[src/rtl/gld_pkg.sv]
// ----------------------------------------------------------------------------
// gld_pkg
// Shared types, constants and helpers of the GIF LZW frame decoder.
// ----------------------------------------------------------------------------
package gld_pkg;

  // default sizes
  localparam int DICT_ENTRIES_DEF   = 4096;
  localparam int MAX_CODE_WIDTH_DEF = 12;
  localparam int COORD_BITS_DEF     = 16;

  // fixed field widths
  localparam int CODE_BITS     = 12;
  localparam int SLOT_BITS     = 13;
  localparam int BUF_BITS      = 20;
  localparam int HELD_BITS     = 5;
  localparam int OUT_BITS      = 48;
  localparam int POS_BITS      = 17;
  localparam int CFG_IDX_BITS  = 3;
  localparam int CFG_DATA_BITS = 16;

  // a data byte is refused once more bits than this are held
  localparam logic [HELD_BITS-1:0] HELD_LIMIT = 5'd12;

  // min code size saturation bounds and reset value
  localparam logic [3:0] MCB_MIN = 4'd2;
  localparam logic [3:0] MCB_MAX = 4'd9;
  localparam logic [3:0] MCB_RST = 4'd8;

  // configuration register indexes
  typedef enum logic [CFG_IDX_BITS-1:0] {
    REG_MIN_CODE_BITS = 3'd0,
    REG_FRAME_WIDTH   = 3'd1,
    REG_FRAME_HEIGHT  = 3'd2,
    REG_INTERLACED    = 3'd3,
    REG_OFFSET_X      = 3'd4,
    REG_OFFSET_Y      = 3'd5,
    REG_CANVAS_WIDTH  = 3'd6,
    REG_CANVAS_HEIGHT = 3'd7
  } gld_reg_e;

  // decode phase
  typedef enum logic [1:0] {
    PH_RUN     = 2'd0,
    PH_CLEARED = 2'd1,
    PH_DAMAGED = 2'd2,
    PH_DONE    = 2'd3
  } gld_phase_e;

  // result status codes
  localparam logic [1:0] ST_OK       = 2'd0;
  localparam logic [1:0] ST_NEED     = 2'd1;
  localparam logic [1:0] ST_DAMAGED  = 2'd2;
  localparam logic [1:0] ST_FINISHED = 2'd3;

  // row step of each interlace pass
  function automatic logic [3:0] pass_step(input logic [2:0] p);
    case (p)
      3'd0:    pass_step = 4'd1;
      3'd1:    pass_step = 4'd8;
      3'd2:    pass_step = 4'd8;
      3'd3:    pass_step = 4'd4;
      3'd4:    pass_step = 4'd2;
      default: pass_step = 4'd1;
    endcase
  endfunction

  // first row of each interlace pass
  function automatic logic [3:0] pass_start(input logic [2:0] p);
    case (p)
      3'd2:    pass_start = 4'd4;
      3'd3:    pass_start = 4'd2;
      3'd4:    pass_start = 4'd1;
      default: pass_start = 4'd0;
    endcase
  endfunction

  // result packing, lowest field first
  function automatic logic [OUT_BITS-1:0] pack_result(
    input logic                taken,
    input logic                pvalid,
    input logic [7:0]          pidx,
    input logic [POS_BITS-1:0] px,
    input logic [POS_BITS-1:0] py,
    input logic                in_canvas,
    input logic                done,
    input logic [1:0]          status
  );
    pack_result = {status, done, in_canvas, py, px, pidx, pvalid, taken};
  endfunction

endpackage

[src/rtl/gld_place.sv]
// ----------------------------------------------------------------------------
// gld_place
// Pixel placement: frame column/row, interlace pass, canvas position and clip.
// ----------------------------------------------------------------------------
module gld_place
  import gld_pkg::*;
#(
  parameter int CoordBits = COORD_BITS_DEF
) (
  input  logic                 clk_i,
  input  logic                 rst_ni,
  input  logic                 step_i,
  input  logic                 pass_load_i,
  input  logic                 interlaced_i,
  input  logic [CoordBits-1:0] frame_w_i,
  input  logic [CoordBits-1:0] frame_h_i,
  input  logic [CoordBits-1:0] off_x_i,
  input  logic [CoordBits-1:0] off_y_i,
  input  logic [CoordBits-1:0] canvas_w_i,
  input  logic [CoordBits-1:0] canvas_h_i,
  output logic [POS_BITS-1:0]  x_o,
  output logic [POS_BITS-1:0]  y_o,
  output logic                 inside_o,
  output logic                 done_o
);

  logic [CoordBits-1:0] col_q, col_d, row_q, row_d;
  logic [2:0]           pass_q, pass_d;
  logic [CoordBits:0]   x, y, col_nx, row_nx;
  logic [2:0]           p;

  // canvas position and clip flag
  assign x        = {1'b0, off_x_i} + {1'b0, col_q};
  assign y        = {1'b0, off_y_i} + {1'b0, row_q};
  assign x_o      = POS_BITS'(x);
  assign y_o      = POS_BITS'(y);
  assign inside_o = (x < {1'b0, canvas_w_i}) && (y < {1'b0, canvas_h_i});

  // advance column, then row and pass at the end of a row
  always_comb begin
    col_d  = col_q;
    row_d  = row_q;
    pass_d = pass_q;
    done_o = 1'b0;
    col_nx = {1'b0, col_q} + 1'b1;
    p      = (pass_q > 3'd4) ? 3'd0 : pass_q;
    row_nx = {1'b0, row_q} + (CoordBits+1)'(pass_step(p));
    if (col_nx >= {1'b0, frame_w_i}) begin
      for (int i = 0; i < 3; i++) begin
        if (row_nx >= {1'b0, frame_h_i} && p >= 3'd1 && p <= 3'd3) begin
          p      = p + 3'd1;
          row_nx = (CoordBits+1)'(pass_start(p));
        end
      end
      done_o = (row_nx >= {1'b0, frame_h_i});
    end
    if (step_i) begin
      if (col_nx >= {1'b0, frame_w_i}) begin
        col_d  = '0;
        row_d  = row_nx[CoordBits-1:0];
        pass_d = p;
      end else begin
        col_d = col_nx[CoordBits-1:0];
      end
    end
    if (pass_load_i) begin
      pass_d = {2'b00, interlaced_i};
    end
  end

  always_ff @(posedge clk_i or negedge rst_ni) begin
    if (!rst_ni) begin
      col_q  <= '0;
      row_q  <= '0;
      pass_q <= '0;
    end else begin
      col_q  <= col_d;
      row_q  <= row_d;
      pass_q <= pass_d;
    end
  end

endmodule

[config.mk]
export PLATFORM = sky130hd
export DESIGN_NAME = gld_place
export DESIGN_NICKNAME = d
export VERILOG_FILES = /design/src/rtl/gld_pkg.sv /design/src/rtl/gld_place.sv
export SDC_FILE = /design/constraint.sdc
export NUM_CORES = 1
export LEC_CHECK = 0
export BUFFER_PORTS_ARGS = -buffer_cell sky130_fd_sc_hd__buf_2
export CAP_MARGIN = 20
export CORE_MARGIN = 2
export CORE_UTILIZATION = 52
export DETAILED_ROUTE_END_ITERATION = 8
export HOLD_SLACK_MARGIN = 0.12
export PLACE_DENSITY_LB_ADDON = 0.08
export SLEW_MARGIN = 40
export SYNTH_ARGS = -nofsm -noshare
export SYNTH_HDL_FRONTEND = slang
export SYNTH_SLANG_ARGS = --single-unit
[constraint.sdc]
create_clock -name clk_i -period 9.1 [get_ports clk_i]
set_clock_uncertainty 0.15 [all_clocks]
set_input_delay 0 -clock clk_i [delete_from_list [all_inputs] [get_ports clk_i]]
set_output_delay 0 -clock clk_i [all_outputs]
set_load 0.02 [all_outputs]
* Word level (Yosys, flattened, before mapping)
Index checks and enable logic that the tools add are counted.
** Word-level totals
- Memories kept :: 0
- Register bits :: 35
- RAM bits :: 0
- Latch bits :: 0
- Word-level logic and storage cells :: 70
- Bits in read-only memories :: 0
- Output and inout port bits :: 36
- Bits of input ports :: 101
** Cells by class
- Div/mod/pow operators :: 0
- Eq/ne operators :: 13
- $add $sub $neg :: 7
- $mul :: 0
- Reduce and logical (&&, ||, !) cells :: 12
- Shifts and indexed selects :: 0
- Bitwise logic cells :: 0
- Order comparisons :: 14
- Muxes and demuxes :: 21
** Operators with widths (number)
- two-way mux 17 bit :: 6
- >= comparator 17 x 16 -> 1 bit :: 5
- adder 16 x 16 -> 17 bit :: 2
- < comparator 17 x 16 -> 1 bit :: 2
- two-way mux 3 bit :: 9
- one-hot mux 3 bit (3 select lines) :: 3
- == test 3 x 2 -> 1 bit (second input constant) :: 8
- adder 16 x 1 -> 17 bit (second input constant) :: 1
- adder 16 x 4 -> 17 bit :: 1
- two-way mux 16 bit :: 1
- == test 3 bit (second input constant) :: 4
- one-hot mux 4 bit (3 select lines) :: 1
- adder 3 x 1 -> 3 bit (second input constant) :: 3
- >= comparator 3 x 1 -> 1 bit (second input constant) :: 3
- <= comparator 3 x 2 -> 1 bit (second input constant) :: 3
- logical AND 1 bit :: 7
- AND reduction 2 bit :: 2
- nonzero test 2 bit :: 2
- == test 3 x 1 -> 1 bit (second input constant) :: 1
- > comparator 3 bit (second input constant) :: 1
- OR reduction 2 bit :: 1
- two-way mux 1 bit :: 1

* Longest topological paths before layout
Gate-level depths: netlist of the first run.
- Word-level depth :: 23
- Mapped depth :: 52

* Worst setup path before layout of the first run
Ideal clock, no wire load.
- Kind :: register -> output
- Start :: reg pass_q[2]
- End :: out done_o
- Stages on the path, launching flop included :: 50
- Arrival time :: 9.429 ns
- Buffers on the path :: 2
- Slack :: -0.479 ns
- Required time :: 8.950 ns
- Cells stage by stage :: dfrtp_1 > nor2b_1 > inv_1 > ha_1 > and3_1 > ha_1 > a21o_1 > a21oi_1 > nor2b_1 > o21ai_0 > nor2_1 > nand2_1 > nor2_1 > xnor2_1 > inv_1 > ha_1 > and4_1 > nand4_1 > [... 14 more ...] > ha_1 > a211o_1 > o311ai_0 > a211oi_1 > nor2_1 > a211oi_4 > mux2_2 > ha_1 > nand2b_1 > a21oi_1 > nor2b_1 > o21ai_0 > a21oi_1 > nor4_1 > o211ai_1 > nor4_1 > nor2_1 > o31a_1
** On the way
- Word-level cells in the longest chain between the ends :: 23
- Elaborated cells on any way between the ends :: 51
** Ends and longest elaborated chain
- start: declaration :: RTL line gld_place.sv:28 : logic [2:0] pass_q, pass_d;
- start signal: assignment :: RTL line gld_place.sv:79 : pass_q <= pass_d;
- > comparator 3 bit :: RTL line gld_place.sv:46 : p = (pass_q > 3'd4) ? 3'd0 : pass_q;
- two-way mux 3 bit (*) :: RTL line gld_place.sv:46
- == test 3 x 2 -> 1 bit or == test 3 x 1 -> 1 bit (tied branches) :: RTL line gld_pkg.sv:58 : case (p)
- OR reduction 2 bit (no source line)
- one-hot mux 4 bit (3 select lines) :: RTL line gld_pkg.sv:58
- adder 16 x 4 -> 17 bit :: RTL line gld_place.sv:47 : row_nx = {1'b0, row_q} + (CoordBits+1)'(pass_step(p));
- >= comparator 17 x 16 -> 1 bit :: RTL line gld_place.sv:50 : if (row_nx >= {1'b0, frame_h_i} && p >= 3'd1 && p <= 3'd3) begin
- logical AND 1 bit (2 in a row) :: RTL line gld_place.sv:50
- [... 6 more ...]
- two-way mux 17 bit or two-way mux 3 bit (tied branches) :: RTL line gld_place.sv:48 : if (col_nx >= {1'b0, frame_w_i}) begin
- >= comparator 17 x 16 -> 1 bit (tied with other cells) :: RTL line gld_place.sv:50
- logical AND 1 bit (tied with other cells) :: RTL line gld_place.sv:50
- logical AND 1 bit or one-hot mux 3 bit (3 select lines) (tied branches) :: RTL line gld_place.sv:50, gld_pkg.sv:70
- two-way mux 17 bit (*) :: RTL line gld_place.sv:50
- two-way mux 17 bit (*) :: RTL line gld_place.sv:48
- >= comparator 17 x 16 -> 1 bit (*) :: RTL line gld_place.sv:55 : done_o = (row_nx >= {1'b0, frame_h_i});
- two-way mux 1 bit (*) :: RTL line gld_place.sv:48
- end: declaration :: RTL line gld_place.sv:24 : output logic done_o
Every way passes the cells marked *; elsewhere a longest branch is shown, timed or not. The select of a mux whose other input is x is not followed.

* Final worst setup path of the first run
- Start :: reg pass_q[1]
- End :: out done_o
Same word-level chain as after synthesis.

==> results of run 1 <==
==> kinds of logic after synthesis <==
logic type	Yosys count	share of synthesized area, %
AND/OR/NAND/NOR	268	19.6
AO/OA/AOI/OAI	197	19.9
adder cells (fa/ha/maj)	164	30.5
buffers and inverters	122	6.84
XOR/XNOR	56	7.21
flip-flops	35	12.9
multiplexers	19	3.05
==> worst max path at each step <==
stage | end | startpoint | depth (start not counted) | slack [ns]
floorplan | done_o | pass_q[2]$_DFFE_PN0P_ | 48 | 0.003
global placement | done_o | pass_q[2]$_DFFE_PN0P_ | 52 | -0.60
detailed placement | done_o | pass_q[1]$_DFFE_PN0P_ | 52 | -0.88
CTS | done_o | pass_q[2]$_DFFE_PN0P_ | 51 | -0.71
global route | done_o | pass_q[1]$_DFFE_PN0P_ | 50 | -1.0
finish | done_o | pass_q[1]$_DFFE_PN0P_ | 50 | -0.55
==> layer usage <==
metal,track usage (%),up-vias
li1,-,3564
met1,34.7,3289
met2,51.6,222
met3,2.32,38
met4,5.80,0
met5,0,-
==> critical path: cells and delay by family, from the launching register on <==
family,cells,cell delay [ns]
simple gates,22,3.08
fa+ha+maj,7,1.73
buf+inv,5,0.68
mux,1,0.36
flops,1,0.38
compound gates,14,2.78
xor+xnor,1,0.22
==> area by class of cell <==
class | instances | area, µm² | share of cell area (%)
Tap cell | 172 | 215 | 2.32
Timing Repair Buffer | 245 | 1570 | 17.0
Inverter | 110 | 415 | 4.47
Clock inverter | 3 | 43.8 | 0.472
Sequential cell | 35 | 876 | 9.44
Clock buffer | 5 | 125 | 1.35
Multi-Input combinational cell | 705 | 6030 | 65.0
==> flip-flops by register name, indices dropped and copies added, names as in the netlist <==
name    cells
row_q      16
col_q      16
pass_q      3
==> report_power, final <==
group | leakage [nW] | switching [mW] | internal, mW
clock | 0.0838 | 0.0689 | 0.129
combinational | 4.32 | 1.05 | 0.919
sequential | 0.467 | 0.0768 | 0.198
total | 4.87 | 1.19 | 1.25
==> cell usage after synthesis (5+ instances only) <==
| master | number |
|---|---|
| a211oi_1 | 10 |
| a21o_1 | 13 |
| a21oi_1 | 47 |
| and2_1 | 8 |
| and3_1 | 12 |
| clkbuf_1 | 10 |
| dfrtp_1 | 35 |
| ha_1 | 161 |
| inv_1 | 110 |
| mux2_2 | 14 |
| mux2i_1 | 5 |
| nand2_1 | 41 |
| nand2b_1 | 12 |
| nand3_1 | 36 |
| nand4_1 | 14 |
| nor2_1 | 94 |
| nor2b_1 | 17 |
| nor3_1 | 14 |
| nor4_1 | 5 |
| o21a_1 | 9 |
| o21ai_0 | 47 |
| o21ai_1 | 5 |
| o31ai_1 | 7 |
| xnor2_1 | 38 |
| xor2_1 | 18 |
==> what timing repair did <==
action	4_1_cts	5_1_grt
buffers inserted	11	11
cloned	2	0
endpoints found under the setup margin	1	1
pin swaps	44	48
resized for setup	64	47
hold endpoints to repair	54	0
hold buffers	4	0
==> results.ini, run 1 <==
[power_and_ir_drop]
irDropWorstVdd_mv=0.180
power.density_cell_area_nw_per_um2=263
finalPower_mw=2.44
power.static_leakage_nw=4.87

[global_routing]
maximum_number_of_pins_on_one_net_before_global_route_repair=36
global_route.overflow_total=0
vias_in_the_first_global_route=6948
grt_use_total_pct=27.7
grt_first_pass_wirelength_um=32100
antenna_found_initial=0

[finish]
synthToLayoutAreaGrowth_pct=36.5
post-route-util_pct=73.3
final.fill_count=959
layout.cells.non_filler=1275
layout-drive-gt1-share_pct=33.1
mostFrequentLayoutCell=ha_1
final_design_area_no_fill_um2=9280
nets=1367
mostFrequentLayoutCells=148 x ha_1, 134 x buf_2, 104 x inv_1
antenna_cells=0

[cts]
clk_pin_slew_ns=0.06
ctsLongestPathBuffers=2
cts_inserted_buffers=5
cts-htree-levels=2
clock_tree_from_tritoncts=built
clk_root_buffer_cell=clkbuf_16
cts_num_sinks=35
insertion_delay_ns=0.29

[die]
start_util_pct=53.7
die_height_um=118
floorplan.die_area_um2=14000
die_x_um=118
design.portCount=137
core.rowCount=41
coreArea_um2=12700

[routing]
routedWlPerCell_um=15.8
highest-signal-layer=met4
post-route-drc-count=0
met2_length_um=10000
final_wl_um=20200
number_of_violations_reported_at_the_end_of_detailed_routing_iteration_0=371
dr.pass1.iters=5
antenna_violating_nets_post_route=0
detail_route.wirelength.met1_um=8760
via_count=7113
drt-vias-per-instance=5.58
met3WireLength_um=1050

[timing]
fin_worst_hold_slack_ns=0.0548
timing.setup.tns_ns=-0.553
drv_slew=0
unrepaired_setup_endpoints_after_global_routing=true
finalWorstSetupSlack_ns=-0.553
worst_slew_pin_slew_ns=0.642
setup_viol=1
final_hold_viols=0
timing.fmax_mhz=104
layout_min_cycle_time_ns=9.65
timing.max_slew.rel_slack_pct=56.6
final.period_utilization_pct=106

[worst_setup_path]
worstRegToRegCells=43
end_kind=output port
timing.setup.critical_path_class=register to output port
reg2reg_from=pass_q[1]$_DFFE_PN0P_
crit_path_max_incr_delay_ns=0.38
worst_path_max_delay_cell=dfrtp_1
start_kind=register
largest_fanout_on_the_critical_path=6
crit_arrival_ns=9.50
worst-r2r-setup-slack_ns=0.74
worstPathRequired_ns=8.95
regToRegEndpoint=row_q[15]$_DFFE_PN0P_
timing.critical_path.mode_cell=nor2_1

[synth]
yosysSeqAreaShare_pct=12.9
synthDominantAreaCellType=ha_1
synth_ff_type=dfrtp_1
synth_async_sr_flop_share_pct=100
number_of_enable_type_register_cells_in_the_synthesized_netlist=0
synthesis.nets=1126
synth_area_leaders=ha_1 30%, dfrtp_1 13%, inv_1 6.1%, nor2_1 5.2%, xnor2_1 4.9%
mappedNetlistArea_um2=6800
synth.top_cell.area_share_pct=29.6
yosys_warnings=0
netlist_instances=861
ys_seq_elements=35
postSynthAreaPerCell_um2=7.90
netlist-cell-type-count=70

[placement]
hpwlAfterDp_um=15700
numPlacedInstances=1243
pre_cts_slack_ns=-0.881
gp_congestion=0.936
detailed_place.area_um2=8330
buffer_ports.inserted=136

[worst_hold_path]
timing.hold.worst.class=input pin to async pin

[outcome]
status=complete, but fails checks
violated_checks=negative setup slack

[flow_run]
cap_viol_max_count=0

No activity file was read; power rests on OpenSTA's default activity.
==> inputs of run 2 (changes only) <==
- ABC_AREA: default -> 1
==> run 2 against run 1 <==
Against the previous run: the run still ends with negative setup slack left; maximum frequency rose by 1.8%; synthesized cell count up 22%; die area is 2.7% higher; area after synthesis increased by 2.8%; first-iteration DRC count increased by 21%; routed wire length increased by 4.7%; non-clock buffer count down 21; global-route usage decreased by 0.48 points; worst setup slack improved by 0.17 ns; critical path depth grew 24; largest cell class unchanged; utilization is 1.2 points lower; combinational power up 13%.
==> results.ini, run 2 <==
[cts]
insertion_delay_ns=0.29
clk_pin_slew_ns=0.05
cts-htree-levels=2
ctsLongestPathBuffers=2
clock_tree_from_tritoncts=built
clk_root_buffer_cell=clkbuf_16
cts_num_sinks=35
cts_inserted_buffers=5

[worst_setup_path]
end_kind=output port
regToRegEndpoint=pass_q[0]$_DFFE_PN0P_
largest_fanout_on_the_critical_path=7
worst_path_max_delay_cell=dfrtp_1
worstPathRequired_ns=8.95
reg2reg_from=pass_q[1]$_DFFE_PN0P_
worst-r2r-setup-slack_ns=0.74
cp-endpoint=done_o
timing.setup.critical_path_class=register to output port
worstRegToRegCells=63
timing.critical_path.mode_cell=nand2_1
start_kind=register
cp-startpoint=pass_q[1]$_DFFE_PN0P_
crit_path_max_incr_delay_ns=0.40
crit_arrival_ns=9.33

[die]
start_util_pct=53.0
die_height_um=120
coreArea_um2=13200
design.portCount=137
die_x_um=120
floorplan.die_area_um2=14400
core.rowCount=42

[timing]
drv_slew=0
unrepaired_setup_endpoints_after_global_routing=true
final_hold_viols=0
finalWorstSetupSlack_ns=-0.383
timing.setup.tns_ns=-0.383
layout_min_cycle_time_ns=9.48
final.period_utilization_pct=104
fin_worst_hold_slack_ns=0.0696
timing.max_slew.rel_slack_pct=60.5
worst_slew_pin_slew_ns=0.589
timing.fmax_mhz=105
setup_viol=1

[finish]
final_design_area_no_fill_um2=9500
nets=1535
post-route-util_pct=72.0
mostFrequentLayoutCell=nand2_1
mostFrequentLayoutCells=193 x nand2_1, 190 x inv_1, 137 x ha_1
layout.cells.non_filler=1448
biggestRegsByFlops=col_q x16, row_q x16, pass_q x3
synthToLayoutAreaGrowth_pct=35.9
area.sequential_um2=876
layout-drive-gt1-share_pct=29.3
final.fill_count=1056
multiInputGateArea_um2=6000

[placement]
numPlacedInstances=1397
detailed_place.area_um2=8200
pre_cts_slack_ns=-0.312
gp_congestion=0.969
hpwlAfterDp_um=16400
buffer_ports.inserted=136

[power_and_ir_drop]
irDropWorstVdd_mv=0.207
finalPower_mw=2.66
power.density_cell_area_nw_per_um2=280
power.static_leakage_nw=5.40

[flow_run]
cap_viol_max_count=0

[synth]
synthDominantAreaCellType=ha_1
synth_ff_type=dfrtp_1
netlist-cell-type-count=43
synthesis.nets=1315
number_of_enable_type_register_cells_in_the_synthesized_netlist=0
synth_async_sr_flop_share_pct=100
synth_area_leaders=ha_1 29%, dfrtp_1 13%, nand2_1 12%, inv_1 11%, a21oi_1 6.0%
yosys_warnings=0
postSynthAreaPerCell_um2=6.66
netlist_instances=1050
synth.top_cell.area_share_pct=28.8
yosysMostFrequentCell=nand2_1
mappedNetlistArea_um2=6990
ys_seq_elements=35
synth.cells.most_frequent=219 x nand2_1, 207 x inv_1, 161 x ha_1, 84 x a21oi_1, 75 x nor2_1
yosysSeqAreaShare_pct=12.5

[outcome]
status=complete, but fails checks
violated_checks=negative setup slack

[global_routing]
vias_in_the_first_global_route=6924
maximum_number_of_pins_on_one_net_before_global_route_repair=36
grt_first_pass_wirelength_um=32200
antenna_found_initial=1
global_route.overflow_total=0
grt_use_total_pct=27.3

[routing]
drt-vias-per-instance=5.31
post-route-drc-count=0
routedWlPerCell_um=14.6
dr.pass1.iters=5
final_wl_um=21100
antenna_violating_nets_post_route=0
number_of_violations_reported_at_the_end_of_detailed_routing_iteration_0=448
via_count=7683

[worst_hold_path]
timing.hold.worst.class=input pin to async pin

-- run 2: routing by layer --
layer	up-vias	track usage, %	part of all wire [%]
met1	3524	37.1	45
met4	0	6.99	1.7
met2	244	46.5	48
li1	3884	-	-
met3	31	2.28	5.4
met5	-	0	0
-- run 2: timing repair --
action / CTS / global route
pin swaps: 22 / 87
hold buffers: 6 / 0
gates cloned: 0 / 1
setup endpoints to repair: 1 / 2
buffers inserted: 18 / 17
gates resized for setup: 38 / 136
endpoints found under the hold margin: 52 / 0
-- run 2: power breakdown --
part	switching, mW	leakage, nW	internal, mW
registers	0.0701	0.465	0.202
clock network	0.0660	0.0669	0.101
logic	1.28	4.87	0.938
total	1.42	5.40	1.24
-- run 2: cell families after synthesis --
group | after synthesis | synth area share, %
simple gates | 407 | 25.8
compound gates | 174 | 13.7
xor+xnor | 49 | 6.14
buf+inv | 221 | 12.1
flops | 35 | 12.5
fa+ha+maj | 164 | 29.7
-- run 2: area by class of cell --
type                    count  area share, %
diodes                      1         0.0263
clock buffers               6           1.36
clock inverters             2          0.132
inverters                 210           8.38
multi-input cells         794           63.2
flip-flops and latches     35           9.22
well taps                 176           2.32
repair buffers            224           15.4
-- run 2: worst min-delay path by stage --
stage,endpoint,depth (start not counted)
after global routing,row_q[9]$_DFFE_PN0P_,2
after detailed placement,row_q[9]$_DFFE_PN0P_,1
after CTS,x_o[0],3
final,row_q[9]$_DFFE_PN0P_,2
after floorplan,col_q[0]$_DFFE_PN0P_,0
after global placement,row_q[9]$_DFFE_PN0P_,1
-- run 2: worst max-delay path, delay by kind of cell (launching register included) --
kind	cells	cell delay, ns
fa+ha+maj	6	1.43
simple gates	41	3.90
flops	1	0.40
buf+inv	11	1.13
compound gates	15	1.96
xor+xnor	1	0.20
==> inputs of run 3 (changes only) <==
- CELL_PAD_IN_SITES_DETAIL_PLACEMENT: default -> 1
- CELL_PAD_IN_SITES_GLOBAL_PLACEMENT: default -> 2
- CORE_UTILIZATION: 52 -> 28
- MAX_ROUTING_LAYER: default -> met4
==> run 3 against run 2 <==
Against the previous run: the run still ends with negative setup slack left; clock-buffer cell count unchanged; global-route usage decreased by 7.2 points; sequential power about the same; clock power increased by 2%; utilization decreased by 33 points; combinational power decreased by 5%; critical path depth decreased by 4; power decreased by 3.6%; routed wire length increased by 21%; worst setup slack got worse by 0.20 ns; critical path type unchanged; largest power group unchanged.
==> results.ini, run 3 (synthesis results as in run 2) <==
[finish]
mostFrequentLayoutCells=211 x nand2_1, 205 x inv_1, 157 x ha_1
synthToLayoutAreaGrowth_pct=37.9
nets=1602
antenna_cells=0
mostFrequentLayoutCell=nand2_1
layout-drive-gt1-share_pct=27.4
layout.cells.non_filler=1662
biggestRegsByFlops=col_q x16, row_q x16, pass_q x3

[worst_setup_path]
start_kind=register
largest_fanout_on_the_critical_path=7
worstPathRequired_ns=8.95
timing.setup.critical_path_class=register to output port
end_kind=output port
worst_path_max_delay_cell=dfrtp_1
crit_path_max_incr_delay_ns=0.40
timing.critical_path.mode_cell=buf_4
crit_arrival_ns=9.53

[routing]
via_count=7631
routedWlPerCell_um=15.3
dr.pass1.iters=4
post-route-drc-count=0
final_wl_um=25500
antenna_violating_nets_post_route=0
drt-vias-per-instance=4.59
number_of_violations_reported_at_the_end_of_detailed_routing_iteration_0=243

[power_and_ir_drop]
power.static_leakage_nw=5.66
finalPower_mw=2.56
power.density_cell_area_nw_per_um2=266
irDropWorstVdd_mv=0.102

[placement]
numPlacedInstances=1613
buffer_ports.inserted=136
gp_congestion=0.877
pre_cts_slack_ns=-0.632
hpwlAfterDp_um=22000

[global_routing]
grt_first_pass_wirelength_um=40700
vias_in_the_first_global_route=7992
global_route.overflow_total=0
grt_use_total_pct=20.1
maximum_number_of_pins_on_one_net_before_global_route_repair=36
antenna_found_initial=0

[worst_hold_path]
timing.hold.worst.class=input pin to output port

[timing]
timing.max_slew.rel_slack_pct=55.2
timing.setup.tns_ns=-0.582
setup_viol=1
timing.fmax_mhz=103
worst_slew_pin_slew_ns=0.667
final.period_utilization_pct=106
drv_slew=0
unrepaired_setup_endpoints_after_global_routing=true
layout_min_cycle_time_ns=9.68
finalWorstSetupSlack_ns=-0.582
final_hold_viols=0

[cts]
clock_tree_from_tritoncts=built
cts_inserted_buffers=5
clk_pin_slew_ns=0.06
cts_num_sinks=35
ctsLongestPathBuffers=2
cts-htree-levels=2
clk_root_buffer_cell=clkbuf_16
insertion_delay_ns=0.29

[die]
die_height_um=162
design.portCount=137
start_util_pct=28.7
core.rowCount=57
die_x_um=162
floorplan.die_area_um2=26200
coreArea_um2=24400

[flow_run]
cap_viol_max_count=0

[outcome]
status=complete, but fails checks
violated_checks=negative setup slack

[run 3: changes by cell type in the layout (fill, tap and decap cells not counted), moves of 12 or more]
cell / previous run / this run
ha_1: 137 / 157
inv_2: 16 / 4
ha_4: 21 / 2
inv_1: 190 / 205
buf_4: 73 / 144
nand2_1: 193 / 211
[run 3: layer usage]
metal  up-vias  wire, µm  track usage (%)
met2       113     12100             34.1
met4         0       250             3.82
met5         -         0                -
li1       3997         -                -
met3        14       735             1.43
met1      3507     12500             26.4
[run 3: final timing paths]
check	slack (ns)	end	start	depth (start not counted)
max	-0.58	done_o	pass_q[0]$_DFFE_PN0P_	70
min	0.25	x_o[0]	off_x_i[0]	3
max reg2reg	0.51	pass_q[0]$_DFFE_PN0P_	pass_q[0]$_DFFE_PN0P_	60
min reg2reg	0.38	row_q[3]$_DFFE_PN0P_	row_q[3]$_DFFE_PN0P_	2
max in group asynchronous	8.00	pass_q[2]$_DFFE_PN0P_	rst_ni	4
min in group asynchronous	0.59	row_q[9]$_DFFE_PN0P_	rst_ni	4
[run 3: cell type report]
type                       instances  area [µm²]
sequential                        35         876
clock buffer                       6         129
clock inverter                     2        12.5
inverter                         210         788
timing repair buffer             291        1920
fill                            3241       14800
tap                              324         405
multi-input combinational        794        5510
[run 3: power breakdown]
| group | total [mW] | switching [mW] | internal (mW) | leakage (nW) |
|---|---|---|---|---|
| clock network | 0.171 | 0.0699 | 0.101 | 0.0669 |
| logic | 2.12 | 1.22 | 0.898 | 5.13 |
| registers | 0.273 | 0.0711 | 0.202 | 0.465 |
[run 3: stage by stage]
step	area [µm²]	hold slack, ns	utilization [%]
2_1_floorplan	6990	-0.446	-
3_3_place_gp	8910	0.0407	36.5
3_5_place_dp	8910	-0.136	36.5
4_1_cts	9410	0.240	38.6
5_1_grt	9640	0.278	39.5
6_report	9640	0.250	39.5
[run 3: repair_timing]
item                                    4_1_cts  5_1_grt
endpoints found under the hold margin        48        0
buffers inserted                             21       12
hold buffers                                  8        0
resized for setup                            34       34
pin swaps                                     4       20
endpoints found under the setup margin        1        2
[run 3: worst max-delay path, delay by kind of cell (launching register included)]
kind	cells	cell delay, ns
AO/OA/AOI/OAI	10	1.37
flip-flops	1	0.40
adder cells (fa/ha/maj)	5	1.13
buffers and inverters	29	3.62
AND/OR/NAND/NOR	26	2.72
